`src/sha_pkg.sv`:
```
`timescale 1ns / 1ps
// ----------------------------------------------------------------------------
// SHA-256 package
// Round constants, initial hash values, helper functions and the controller
// to datapath command and status types.
// ----------------------------------------------------------------------------
package sha_pkg;

  localparam int unsigned BlockBytes = 64;
  localparam int unsigned LengthPos  = 56;
  localparam logic [7:0]  PadMark    = 8'h80;

  typedef enum logic [2:0] {
    ST_IDLE,
    ST_ROUND,
    ST_FOLD,
    ST_PAD_ROUND,
    ST_EMIT
  } ctrl_state_e;

  // Commands from the controller to the datapath.
  typedef struct packed {
    logic       take_byte;   // store the input byte and count it
    logic       pad_load;    // build the padded word for round load
    logic       pad_second;  // this is the length-only second pad block
    logic       round_start; // load working variables from the chain
    logic       round_step;  // run one compression round
    logic       fold;        // add working variables into the chain
    logic       emit_clear;  // reset the message state after output
  } sha_cmd_t;

  // Status from the datapath to the controller.
  typedef struct packed {
    logic       block_full;  // the taken byte completed a block
    logic       rounds_done; // round 63, the last, is running
    logic       need_extra;  // padding does not fit in the current block
  } sha_stat_t;

  function automatic logic [31:0] round_k(input logic [5:0] idx);
    logic [31:0] k [64];
    k = '{
      32'h428a2f98, 32'h71374491, 32'hb5c0fbcf, 32'he9b5dba5, 32'h3956c25b, 32'h59f111f1,
      32'h923f82a4, 32'hab1c5ed5, 32'hd807aa98, 32'h12835b01, 32'h243185be, 32'h550c7dc3,
      32'h72be5d74, 32'h80deb1fe, 32'h9bdc06a7, 32'hc19bf174, 32'he49b69c1, 32'hefbe4786,
      32'h0fc19dc6, 32'h240ca1cc, 32'h2de92c6f, 32'h4a7484aa, 32'h5cb0a9dc, 32'h76f988da,
      32'h983e5152, 32'ha831c66d, 32'hb00327c8, 32'hbf597fc7, 32'hc6e00bf3, 32'hd5a79147,
      32'h06ca6351, 32'h14292967, 32'h27b70a85, 32'h2e1b2138, 32'h4d2c6dfc, 32'h53380d13,
      32'h650a7354, 32'h766a0abb, 32'h81c2c92e, 32'h92722c85, 32'ha2bfe8a1, 32'ha81a664b,
      32'hc24b8b70, 32'hc76c51a3, 32'hd192e819, 32'hd6990624, 32'hf40e3585, 32'h106aa070,
      32'h19a4c116, 32'h1e376c08, 32'h2748774c, 32'h34b0bcb5, 32'h391c0cb3, 32'h4ed8aa4a,
      32'h5b9cca4f, 32'h682e6ff3, 32'h748f82ee, 32'h78a5636f, 32'h84c87814, 32'h8cc70208,
      32'h90befffa, 32'ha4506ceb, 32'hbef9a3f7, 32'hc67178f2};
    return k[idx];
  endfunction

  function automatic logic [31:0] init_h(input logic [2:0] idx);
    logic [31:0] h [8];
    h = '{32'h6a09e667, 32'hbb67ae85, 32'h3c6ef372, 32'ha54ff53a,
          32'h510e527f, 32'h9b05688c, 32'h1f83d9ab, 32'h5be0cd19};
    return h[idx];
  endfunction

endpackage

```
`src/sha_ctrl.sv`:
```
`timescale 1ns / 1ps
// ----------------------------------------------------------------------------
// SHA-256 controller
// Sequences byte intake, block compression, padding and digest output.
// ----------------------------------------------------------------------------
module sha_ctrl import sha_pkg::*; (
  input  logic      clk_i,
  input  logic      rst_ni,
  input  logic      in_valid_i,
  output logic      in_stall_o,
  input  logic      last_byte_i,
  input  logic      no_byte_i,
  output logic      out_valid_o,
  input  logic      out_stall_i,
  output logic [2:0] word_number_o,
  output logic      final_word_o,
  input  sha_stat_t stat_i,
  output sha_cmd_t  cmd_o
);

  ctrl_state_e state_q, state_d;
  logic        last_q, last_d;     // message closes after the current block
  logic        padded_q, padded_d; // the running block already holds padding
  logic        extra_q, extra_d;   // the length-only second block has run
  logic [2:0]  word_q, word_d;
  logic        accept;

  assign accept = in_valid_i && (state_q == ST_IDLE);

  always_comb begin
    state_d  = state_q;
    last_d   = last_q;
    padded_d = padded_q;
    extra_d  = extra_q;
    word_d   = word_q;
    unique case (state_q)
      ST_IDLE: begin
        if (accept) begin
          last_d   = last_byte_i;
          padded_d = 1'b0;
          extra_d  = 1'b0;
          if (!no_byte_i && stat_i.block_full) begin
            state_d = ST_ROUND;
          end else if (last_byte_i) begin
            state_d  = ST_PAD_ROUND;
          end
        end
      end
      ST_ROUND: begin
        if (stat_i.rounds_done) state_d = ST_FOLD;
      end
      ST_PAD_ROUND: begin
        state_d = ST_ROUND;
        padded_d = 1'b1;
        extra_d  = padded_q;
      end
      ST_FOLD: begin
        if (!last_q) begin
          state_d = ST_IDLE;
        end else if (!padded_q) begin
          state_d = ST_PAD_ROUND;
        end else if (stat_i.need_extra && !extra_q) begin
          state_d = ST_PAD_ROUND;
        end else begin
          state_d = ST_EMIT;
          word_d  = 3'd0;
        end
      end
      ST_EMIT: begin
        if (!out_stall_i) begin
          word_d = word_q + 3'd1;
          if (word_q == 3'd7) state_d = ST_IDLE;
        end
      end
      default: state_d = ST_IDLE;
    endcase
  end

  always_comb begin
    cmd_o             = '0;
    cmd_o.take_byte   = accept && !no_byte_i;
    cmd_o.round_start = 1'b0;
    unique case (state_q)
      ST_IDLE:      cmd_o.round_start = accept && !no_byte_i && stat_i.block_full;
      ST_ROUND:     cmd_o.round_step = 1'b1;
      ST_PAD_ROUND: begin
        cmd_o.pad_load    = 1'b1;
        cmd_o.pad_second  = padded_q;
        cmd_o.round_start = 1'b1;
      end
      ST_FOLD:      cmd_o.fold = 1'b1;
      ST_EMIT:      cmd_o.emit_clear = !out_stall_i && (word_q == 3'd7);
      default:      ;
    endcase
  end

  assign in_stall_o    = (state_q != ST_IDLE);
  assign out_valid_o   = (state_q == ST_EMIT);
  assign word_number_o = word_q;
  assign final_word_o  = (word_q == 3'd7);

  always_ff @(posedge clk_i or negedge rst_ni) begin
    if (!rst_ni) begin
      state_q  <= ST_IDLE;
      last_q   <= 1'b0;
      padded_q <= 1'b0;
      extra_q  <= 1'b0;
      word_q   <= 3'd0;
    end else begin
      state_q  <= state_d;
      last_q   <= last_d;
      padded_q <= padded_d;
      extra_q  <= extra_d;
      word_q   <= word_d;
    end
  end

endmodule

```
`src/sha_dpath.sv`:
```
`timescale 1ns / 1ps
// ----------------------------------------------------------------------------
// SHA-256 datapath
// Message schedule window that also collects the block bytes, working
// variables and chain words.
// ----------------------------------------------------------------------------
module sha_dpath import sha_pkg::*; (
  input  logic        clk_i,
  input  logic        rst_ni,
  input  logic [7:0]  message_byte_i,
  input  logic [2:0]  word_sel_i,
  input  sha_cmd_t    cmd_i,
  output sha_stat_t   stat_o,
  output logic [31:0] digest_word_o
);

  logic [5:0]  fill_q;
  logic [60:0] total_q;
  logic [31:0] chain_q [8];
  logic [31:0] var_q [8];
  logic [31:0] w_q [16];             // sliding schedule window, filled byte by byte
  logic [5:0]  rnd_q;
  logic        fill_wrap;
  logic        need_extra;
  logic [63:0] bit_len;
  logic [31:0] load_w [16];
  logic [31:0] w_new, t1, t2, s0, s1, e, a, wr;

  function automatic logic [31:0] ror(input logic [31:0] x, input int n);
    return (x >> n) | (x << (32 - n));
  endfunction

  assign fill_wrap  = (fill_q == 6'd63);
  assign need_extra = (fill_q >= 6'(LengthPos)) && !cmd_i.pad_second;
  assign bit_len    = {total_q, 3'b000};

  // Padded block image. The first padded block keeps the bytes below the fill
  // level, then the mark and zero fill; the length goes in when it fits. The
  // second block holds zeros and the length only.
  always_comb begin
    logic [7:0] b;
    logic [5:0] idx;
    for (int i = 0; i < 16; i++) begin
      for (int j = 0; j < 4; j++) begin
        idx = 6'(4 * i + j);
        b   = 8'h00;
        if (!cmd_i.pad_second) begin
          if (idx < fill_q) b = w_q[i][8 * (3 - j) +: 8];
          else if (idx == fill_q) b = PadMark;
        end
        if (!need_extra && idx >= 6'(LengthPos))
          b = bit_len[6'(8 * (63 - int'(idx))) +: 8];
        load_w[i][8 * (3 - j) +: 8] = b;
      end
    end
  end

  assign stat_o.block_full  = fill_wrap;
  assign stat_o.need_extra  = need_extra;
  assign stat_o.rounds_done = (rnd_q == 6'd63);

  assign s0    = ror(w_q[1], 7) ^ ror(w_q[1], 18) ^ (w_q[1] >> 3);
  assign s1    = ror(w_q[14], 17) ^ ror(w_q[14], 19) ^ (w_q[14] >> 10);
  assign w_new = w_q[0] + s0 + w_q[9] + s1;
  assign wr    = w_q[0];
  assign e     = var_q[4];
  assign a     = var_q[0];
  assign t1 = var_q[7] + (ror(e, 6) ^ ror(e, 11) ^ ror(e, 25)) +
              ((e & var_q[5]) ^ (~e & var_q[6])) + round_k(rnd_q) + wr;
  assign t2 = (ror(a, 2) ^ ror(a, 13) ^ ror(a, 22)) +
              ((a & var_q[1]) ^ (a & var_q[2]) ^ (var_q[1] & var_q[2]));

  // Bytes land big-endian in the window; the byte that completes a block is
  // written at the same edge as the round start, so the window is whole then.
  always_ff @(posedge clk_i) begin
    if (cmd_i.take_byte) w_q[fill_q[5:2]][{~fill_q[1:0], 3'b000} +: 8] <= message_byte_i;
    if (cmd_i.round_start) begin
      if (cmd_i.pad_load) begin
        for (int i = 0; i < 16; i++) w_q[i] <= load_w[i];
      end
      for (int i = 0; i < 8; i++) var_q[i] <= chain_q[i];
    end else if (cmd_i.round_step) begin
      for (int i = 0; i < 15; i++) w_q[i] <= w_q[i + 1];
      w_q[15] <= w_new;
      for (int i = 1; i < 8; i++) var_q[i] <= var_q[i - 1];
      var_q[4] <= var_q[3] + t1;
      var_q[0] <= t1 + t2;
    end
  end

  always_ff @(posedge clk_i or negedge rst_ni) begin
    if (!rst_ni) begin
      fill_q  <= '0;
      total_q <= '0;
      rnd_q   <= '0;
      for (int i = 0; i < 8; i++) chain_q[i] <= init_h(3'(i));
    end else begin
      if (cmd_i.take_byte) begin
        fill_q  <= fill_q + 6'd1;
        total_q <= total_q + 61'd1;
      end
      if (cmd_i.round_start) rnd_q <= '0;
      else if (cmd_i.round_step) rnd_q <= rnd_q + 6'd1;
      if (cmd_i.fold) begin
        for (int i = 0; i < 8; i++) chain_q[i] <= chain_q[i] + var_q[i];
      end
      if (cmd_i.emit_clear) begin
        fill_q  <= '0;
        total_q <= '0;
        for (int i = 0; i < 8; i++) chain_q[i] <= init_h(3'(i));
      end
    end
  end

  assign digest_word_o = chain_q[word_sel_i];

endmodule

```
`src/sha256_stream_hasher_core.sv`:
```
`timescale 1ns / 1ps
// ----------------------------------------------------------------------------
// SHA-256 stream hasher
// Hashes a byte stream and returns the eight digest words per message.
// ----------------------------------------------------------------------------
// Bytes are taken one per item, none for an item flagged no_byte, while the
// current 64-byte block is filling. The item that completes a block holds the
// input off for 64 compression rounds, one per cycle in the shared round
// unit, and a fold step that adds the result into the chaining words. An item
// marked last adds one or two padding blocks, each a pad load step, the
// rounds and a fold, after which the eight digest words are offered one per
// cycle while out_stall_i is low, word 0 first, and the block returns to its
// initial state for the next message.
module sha256_stream_hasher_core import sha_pkg::*; (
  input  logic        clk_i,
  input  logic        rst_ni,
  input  logic        in_valid_i,
  output logic        in_stall_o,
  input  logic [7:0]  message_byte_i,
  input  logic        last_byte_i,
  input  logic        no_byte_i,
  output logic        out_valid_o,
  input  logic        out_stall_i,
  output logic [31:0] digest_word_o,
  output logic [2:0]  word_number_o,
  output logic        final_word_o
);

  sha_cmd_t  cmd;
  sha_stat_t stat;

  // The controller decides when bytes enter and when rounds and output run.
  sha_ctrl u_ctrl (
    .clk_i,
    .rst_ni,
    .in_valid_i,
    .in_stall_o,
    .last_byte_i,
    .no_byte_i,
    .out_valid_o,
    .out_stall_i,
    .word_number_o,
    .final_word_o,
    .stat_i (stat),
    .cmd_o  (cmd)
  );

  // The datapath holds the block, the schedule window and the chain.
  sha_dpath u_dpath (
    .clk_i,
    .rst_ni,
    .message_byte_i,
    .word_sel_i    (word_number_o),
    .cmd_i         (cmd),
    .stat_o        (stat),
    .digest_word_o
  );

endmodule

```
`config.mk`:
```
export PLATFORM = sky130hd
export DESIGN_NAME = sha256_stream_hasher_core
export DESIGN_NICKNAME = d
export VERILOG_FILES = /design/src/sha_pkg.sv /design/src/sha_ctrl.sv /design/src/sha_dpath.sv /design/src/sha256_stream_hasher_core.sv
export SDC_FILE = /design/constraint.sdc
export NUM_CORES = 2
export LEC_CHECK = 0
export ABC_AREA = 0
export BUFFER_PORTS_ARGS = -buffer_cell sky130_fd_sc_hd__buf_2
export CORE_ASPECT_RATIO = 1.2
export CORE_UTILIZATION = 55
export DETAILED_ROUTE_END_ITERATION = 8
export GPL_TIMING_DRIVEN = 0
export PLACE_DENSITY = 0.72
export SLEW_MARGIN = 40
export SYNTH_ARGS = -nofsm -noshare
export SYNTH_HDL_FRONTEND = slang
export SYNTH_SLANG_ARGS = --single-unit
```
`constraint.sdc`:
```
create_clock -name clk_i -period 22.2 [get_ports clk_i]
set_clock_uncertainty 0.05 [all_clocks]
set_input_delay 4.44 -clock clk_i [delete_from_list [all_inputs] [get_ports clk_i]]
set_output_delay 4.44 -clock clk_i [all_outputs]
set_load 0.1 [all_outputs]
```
Word-level counts from Yosys, hierarchy flattened. Memories as Yosys holds them, arrays and structs flattened. Index checks and enable logic that the tools add are counted.

Flip-flop bits (word level): 338. Bits in writable memories: 768. Bits in read-only memories: 2048. Input bits: 14. Output and inout port bits: 38. Memories kept: 3.

Add/sub/neg operators: 23. $lt $le $gt $ge: 67. Eq/ne operators: 78. Shift-type cells: 2. Muxes and demuxes: 274. Bitwise operators: 55. Reduce and logical (&&, ||, !) cells: 24.

Memories: (name not given) (depth 64, width 32, rd ports 1, clocked after Yosys merged registers in 0, wr ports 0, RTL line sha_pkg.sv:53) `return k[idx];`; u_dpath.w_q (depth 16, width 32, rd ports 16, clocked after Yosys merged registers in 0, wr ports 16, RTL line sha_dpath.sv:21) `logic [31:0] w_q [16];`; u_dpath.var_q (depth 8, width 32, rd ports 8, clocked after Yosys merged registers in 0, wr ports 8, RTL line sha_dpath.sv:20) `logic [31:0] var_q [8];`.

Operators by type and width (count): $mux 8 (200); $mux 32 (32); $add 32x32->32 (18); $mux 256 (2); $xor 32x32->32 (9); $eq 6x6->1 const A (32); $lt 6x6->1 const A (32); $and 32x32->32 (5); $mux 61 (2); $bmux 32 s3 (1); $eq 5x6->1 const A (16); $lt 5x6->1 const A (16); $add 61x1->61 const B (1); $eq 4x6->1 const A (8); $lt 4x6->1 const A (8); $mux 3 (13); $not 32->32 (1); $or 10x32->32 (1); $or 13x32->32 (1); $or 14x32->32 (1); $or 15x32->32 (1); $or 19x32->32 (1); $or 21x32->32 (1); $or 25x32->32 (1); other kinds (46) (120).

Logic depth before layout (Yosys ltp).
Depth after elaboration: 10. Depth in mapped cells: 41. Mapped depth without buffers: 39.

Modules after synthesis. Synthesis repeated with hierarchy kept, for this count alone.

Cell total of the unflattened synthesis: 7386. Area, all modules: 74575.3 µm².

By module, submodules not included: sha_dpath (times used 1, cells each 7322, area an instance 74002.2 µm², sequential area each 30664.4 µm²); sha_ctrl (times used 1, cells each 64, area an instance 573.0 µm², sequential area each 225.2 µm²).

Worst setup path before layout. OpenSTA, ideal clock, no wires.

Path type: input to register. Start: in in_valid_i. End: reg u_dpath.rnd_q[1]. Library setup time: 0.388 ns. Data arrival time: 10.218 ns. Data required time: 21.762 ns. Slack: 11.544 ns. Stages on the path: 4. Buffers on the path: 0. Path through: nand3b_2 o41a_1 inv_1 o21ai_0.

Word-level cells in the longest chain between the ends: 5.

RTL lines: start: declaration (RTL line sha256_stream_hasher_core.sv:17) `input logic in_valid_i,`; $logic_and 1x1->1 * (RTL line sha_ctrl.sv:28) `assign accept = in_valid_i && (state_q == ST_IDLE);`; $logic_and 1x1->1 * (2 in a row) (RTL line sha_ctrl.sv:84) `ST_IDLE: cmd_o.round_start = accept && !no_byte_i && stat_i.block_full;`; $pmux 1 s2 * (RTL line sha_ctrl.sv:83) `unique case (state_q)`; $mux 6 or $reduce_bool 2->1 (tied branches); end signal: assignment (RTL line sha_dpath.sv:103) `else if (cmd_i.round_step) rnd_q <= rnd_q + 6'd1;`; end: declaration (RTL line sha_dpath.sv:22) `logic [5:0] rnd_q;`.

Mark *: on every way between the ends. The rest lies on a longest branch, timed or not. A chain may end at the register's enable or synchronous reset.

==> results.toml <==
[setup_path]
r2r_cells = 39
crit_top_cell = "fa_1"
crit_slowest_cell = "o31ai_1"
rr_startpoint = "u_dpath.rnd_q[1]"
cp.arrival_ns = 14.08
reg2reg_slack_ns = 8.72
path_max_fanout = 14
crit_type = "reg2reg"
required_ns = 22.79
endpoint_kind = "register"
start_kind = "register"
max_stage_delay_ns = 0.74
reg2reg_to = "u_dpath.var_q[0][31]"

[finish]
fillers = 11112
drive_gt1_share_pct = 11.0
layout_commonest_cell = "nand2_1"
nets = 8086
syn2layout_area_growth_pct = 10.4
multi_input_area_um2 = 40400
regArea_um2 = 30900
layout_common_cells = "nand2_1 (784), edfxtp_1 (768), a21o_1 (583), a21oi_1 (565), o21ai_0 (495)"

[detailed_routing]
routed_wl_mm = 327
vias = 64040
drc = 0
viasPerCell = 6.83
drt_iter0_markers = 8595
dr.pass1.iters = 8
wl_per_cell_um = 34.9
antenna_left = 0

[floorplanning]
core_area_um2 = 132000
io_pins = 52
fp.dieArea_um2 = 135000
die_width_um = 336
die_y_um = 403
start_util_pct = 55.6
rows = 146

[timing]
hold_viol_final = 0
slew_headroom_pct = 32.3
tightest_slew_ns = 1.01
setup_violations = 0
period_share_pct = 60.7
finalCriticalPeriod_ns = 13.48
rsz0062_at_grt = "no"
max_freq_mhz = 74.2
layout_setup_ws_ns = 8.72
slew_viol_final = 0
setup-tns-final_ns = 0

[place]
hpwl_mm = 252
place_congestion = 1.10
io_buffers = 51
place_ws_ns = 9.32

[synth]
synth-async-reset-ratio_pct = 28.5
synth-seq-cells = 1074
synthCells = 7282
synth_flop_cell = "edfxtp_1"
yosysWarningCount = 0
synth_edf_count = 768
synth_fp_nets = 7891
seq_area_frac_synth_pct = 41.9
syn_area_per_cell_um2 = 10.1
ys_types = 98
synth_area_um2 = 73700

[clocking]
cts_buffer_depth = 3
cts_hold_buf = 0
post_cts_resized = 0
cts-root-buf = "clkbuf_16"
cts_setup_buffers = 0
htree_levels = 3
cts_made_buffers = 115
cts_sinks = 1074
cts_tree = "built"
path_clk_slew_ns = 0.07
clock_latency_ns = 0.80

[grt]
grt_max_degree = 73
track_usage_pct = 48.1
antenna_found_initial = 32
overflow = 0
grt_pass1_wl_mm = 455
grt_pass1_vias = 61760

[worst_hold_path]
hold_depth = 1
hold_start = "u_dpath.w_q[5][24]"
min_path_type = "reg2reg"
holdPathEnd = "u_dpath.w_q[4][24]"

[job]
maxCapViolCount = 0

[status]
status = "finished clean"
-- metrics by stage --
step                      hold WS, ns  cells  utilization, %  instance area (um^2)
after floorplan                 0.410   7282               -                 73700
after global placement          0.432   9109            57.5                 76100
after detailed placement        0.452   9132            58.2                 77100
after CTS                       0.450   9349            61.2                 81000
after global routing            0.456   9353            61.3                 81200
final                           0.463   9372            61.4                 81300
-- layer usage --
layer / global-route usage, % / vias up / share of wire, %
met5: 0 / - / 0.048
met4: 47.5 / 24 / 12
met3: 15.0 / 1478 / 12
met2: 71.9 / 4689 / 43
met1: 53.8 / 31104 / 33
li1: - / 26745 / -
-- final cells by class --
type | instances | share of cell area [%]
antenna | 19 | 0.0585
buffer | 452 | 2.28
clock buffer | 149 | 3.86
clock inverter | 68 | 0.917
inverter | 294 | 1.37
multi-input combinational | 5462 | 49.7
sequential | 1074 | 38.0
tap | 1776 | 2.73
timing repair buffer | 78 | 1.08
-- worst max-delay path: cells and delay by family (launching register included) --
kind                     cells  cell delay, ns
XOR/XNOR                     2            0.93
AND/OR/NAND/NOR              7            1.43
buffers and inverters        6            2.19
flip-flops                   1            0.71
adder cells (fa/ha/maj)      8            3.62
AO/OA/AOI/OAI               16            4.42
-- Yosys cell counts (39+ instances only) --
master,number,area (um^2)
nand2_1,784,2940
edfxtp_1,768,23100
a21oi_1,596,2980
a21o_1,583,4380
o21ai_0,501,2510
clkbuf_1,412,1550
ha_1,400,5000
nor2_1,387,1450
xnor2_1,377,3300
inv_1,292,1100
xor2_1,215,1880
fa_1,195,3900
dfrtp_1,170,4250
nand3_1,146,731
dfstp_2,136,3570
nor3_1,119,596
mux2_2,102,1150
nand2b_1,71,444
mux4_2,68,1530
a211oi_1,65,488
a31oi_1,53,332
a221o_1,51,510
nor2b_1,50,313
o21a_1,50,375
and2_1,46,288
o21bai_1,42,315
and3_1,41,257
o31ai_1,41,308
mux2i_1,40,400
buf_1,39,146
or3_1,39,244
-- how the worst max path moves through the flow --
stage / slack (ns) / to / from
3_3_place_gp: 7.24 / u_dpath.var_q[0][31] / u_dpath.rnd_q[1]
5_1_grt: 8.69 / u_dpath.var_q[0][31] / u_dpath.rnd_q[1]
3_5_place_dp: 9.32 / u_dpath.var_q[0][31] / u_dpath.rnd_q[1]
4_1_cts: 9.26 / u_dpath.var_q[0][31] / u_dpath.rnd_q[1]
2_1_floorplan: 11.54 / u_dpath.rnd_q[1] / in_valid_i
6_report: 8.72 / u_dpath.var_q[0][31] / u_dpath.rnd_q[1]
-- state kept, by name (all words and copies together) (netlist names) --
register              cells
u_dpath.w_q             512
u_dpath.chain_q         256
u_dpath.var_q           256
u_dpath.total_q          29
u_dpath.fill_q            6
u_dpath.rnd_q             6
u_ctrl.state_q            3
u_ctrl.word_number_o      3
u_ctrl.extra_q            1
u_ctrl.last_q             1
u_ctrl.padded_q           1
-- cells by family (layout without fill, tap and decap cells) --
kind of cell	after synthesis	count (layout)	synth area share [%]
buffers and inverters	746	1041	3.80
multiplexers	210	210	4.18
XOR/XNOR	594	594	7.10
other	0	19	0
adder cells (fa/ha/maj)	622	622	12.5
flip-flops	1074	1074	41.9
AO/OA/AOI/OAI	2237	2237	19.5
AND/OR/NAND/NOR	1799	1799	11.0
Power is left out: the tool's default activity adds up to more than one toggle a clock period on the data nets, which glitch-free logic cannot reach.
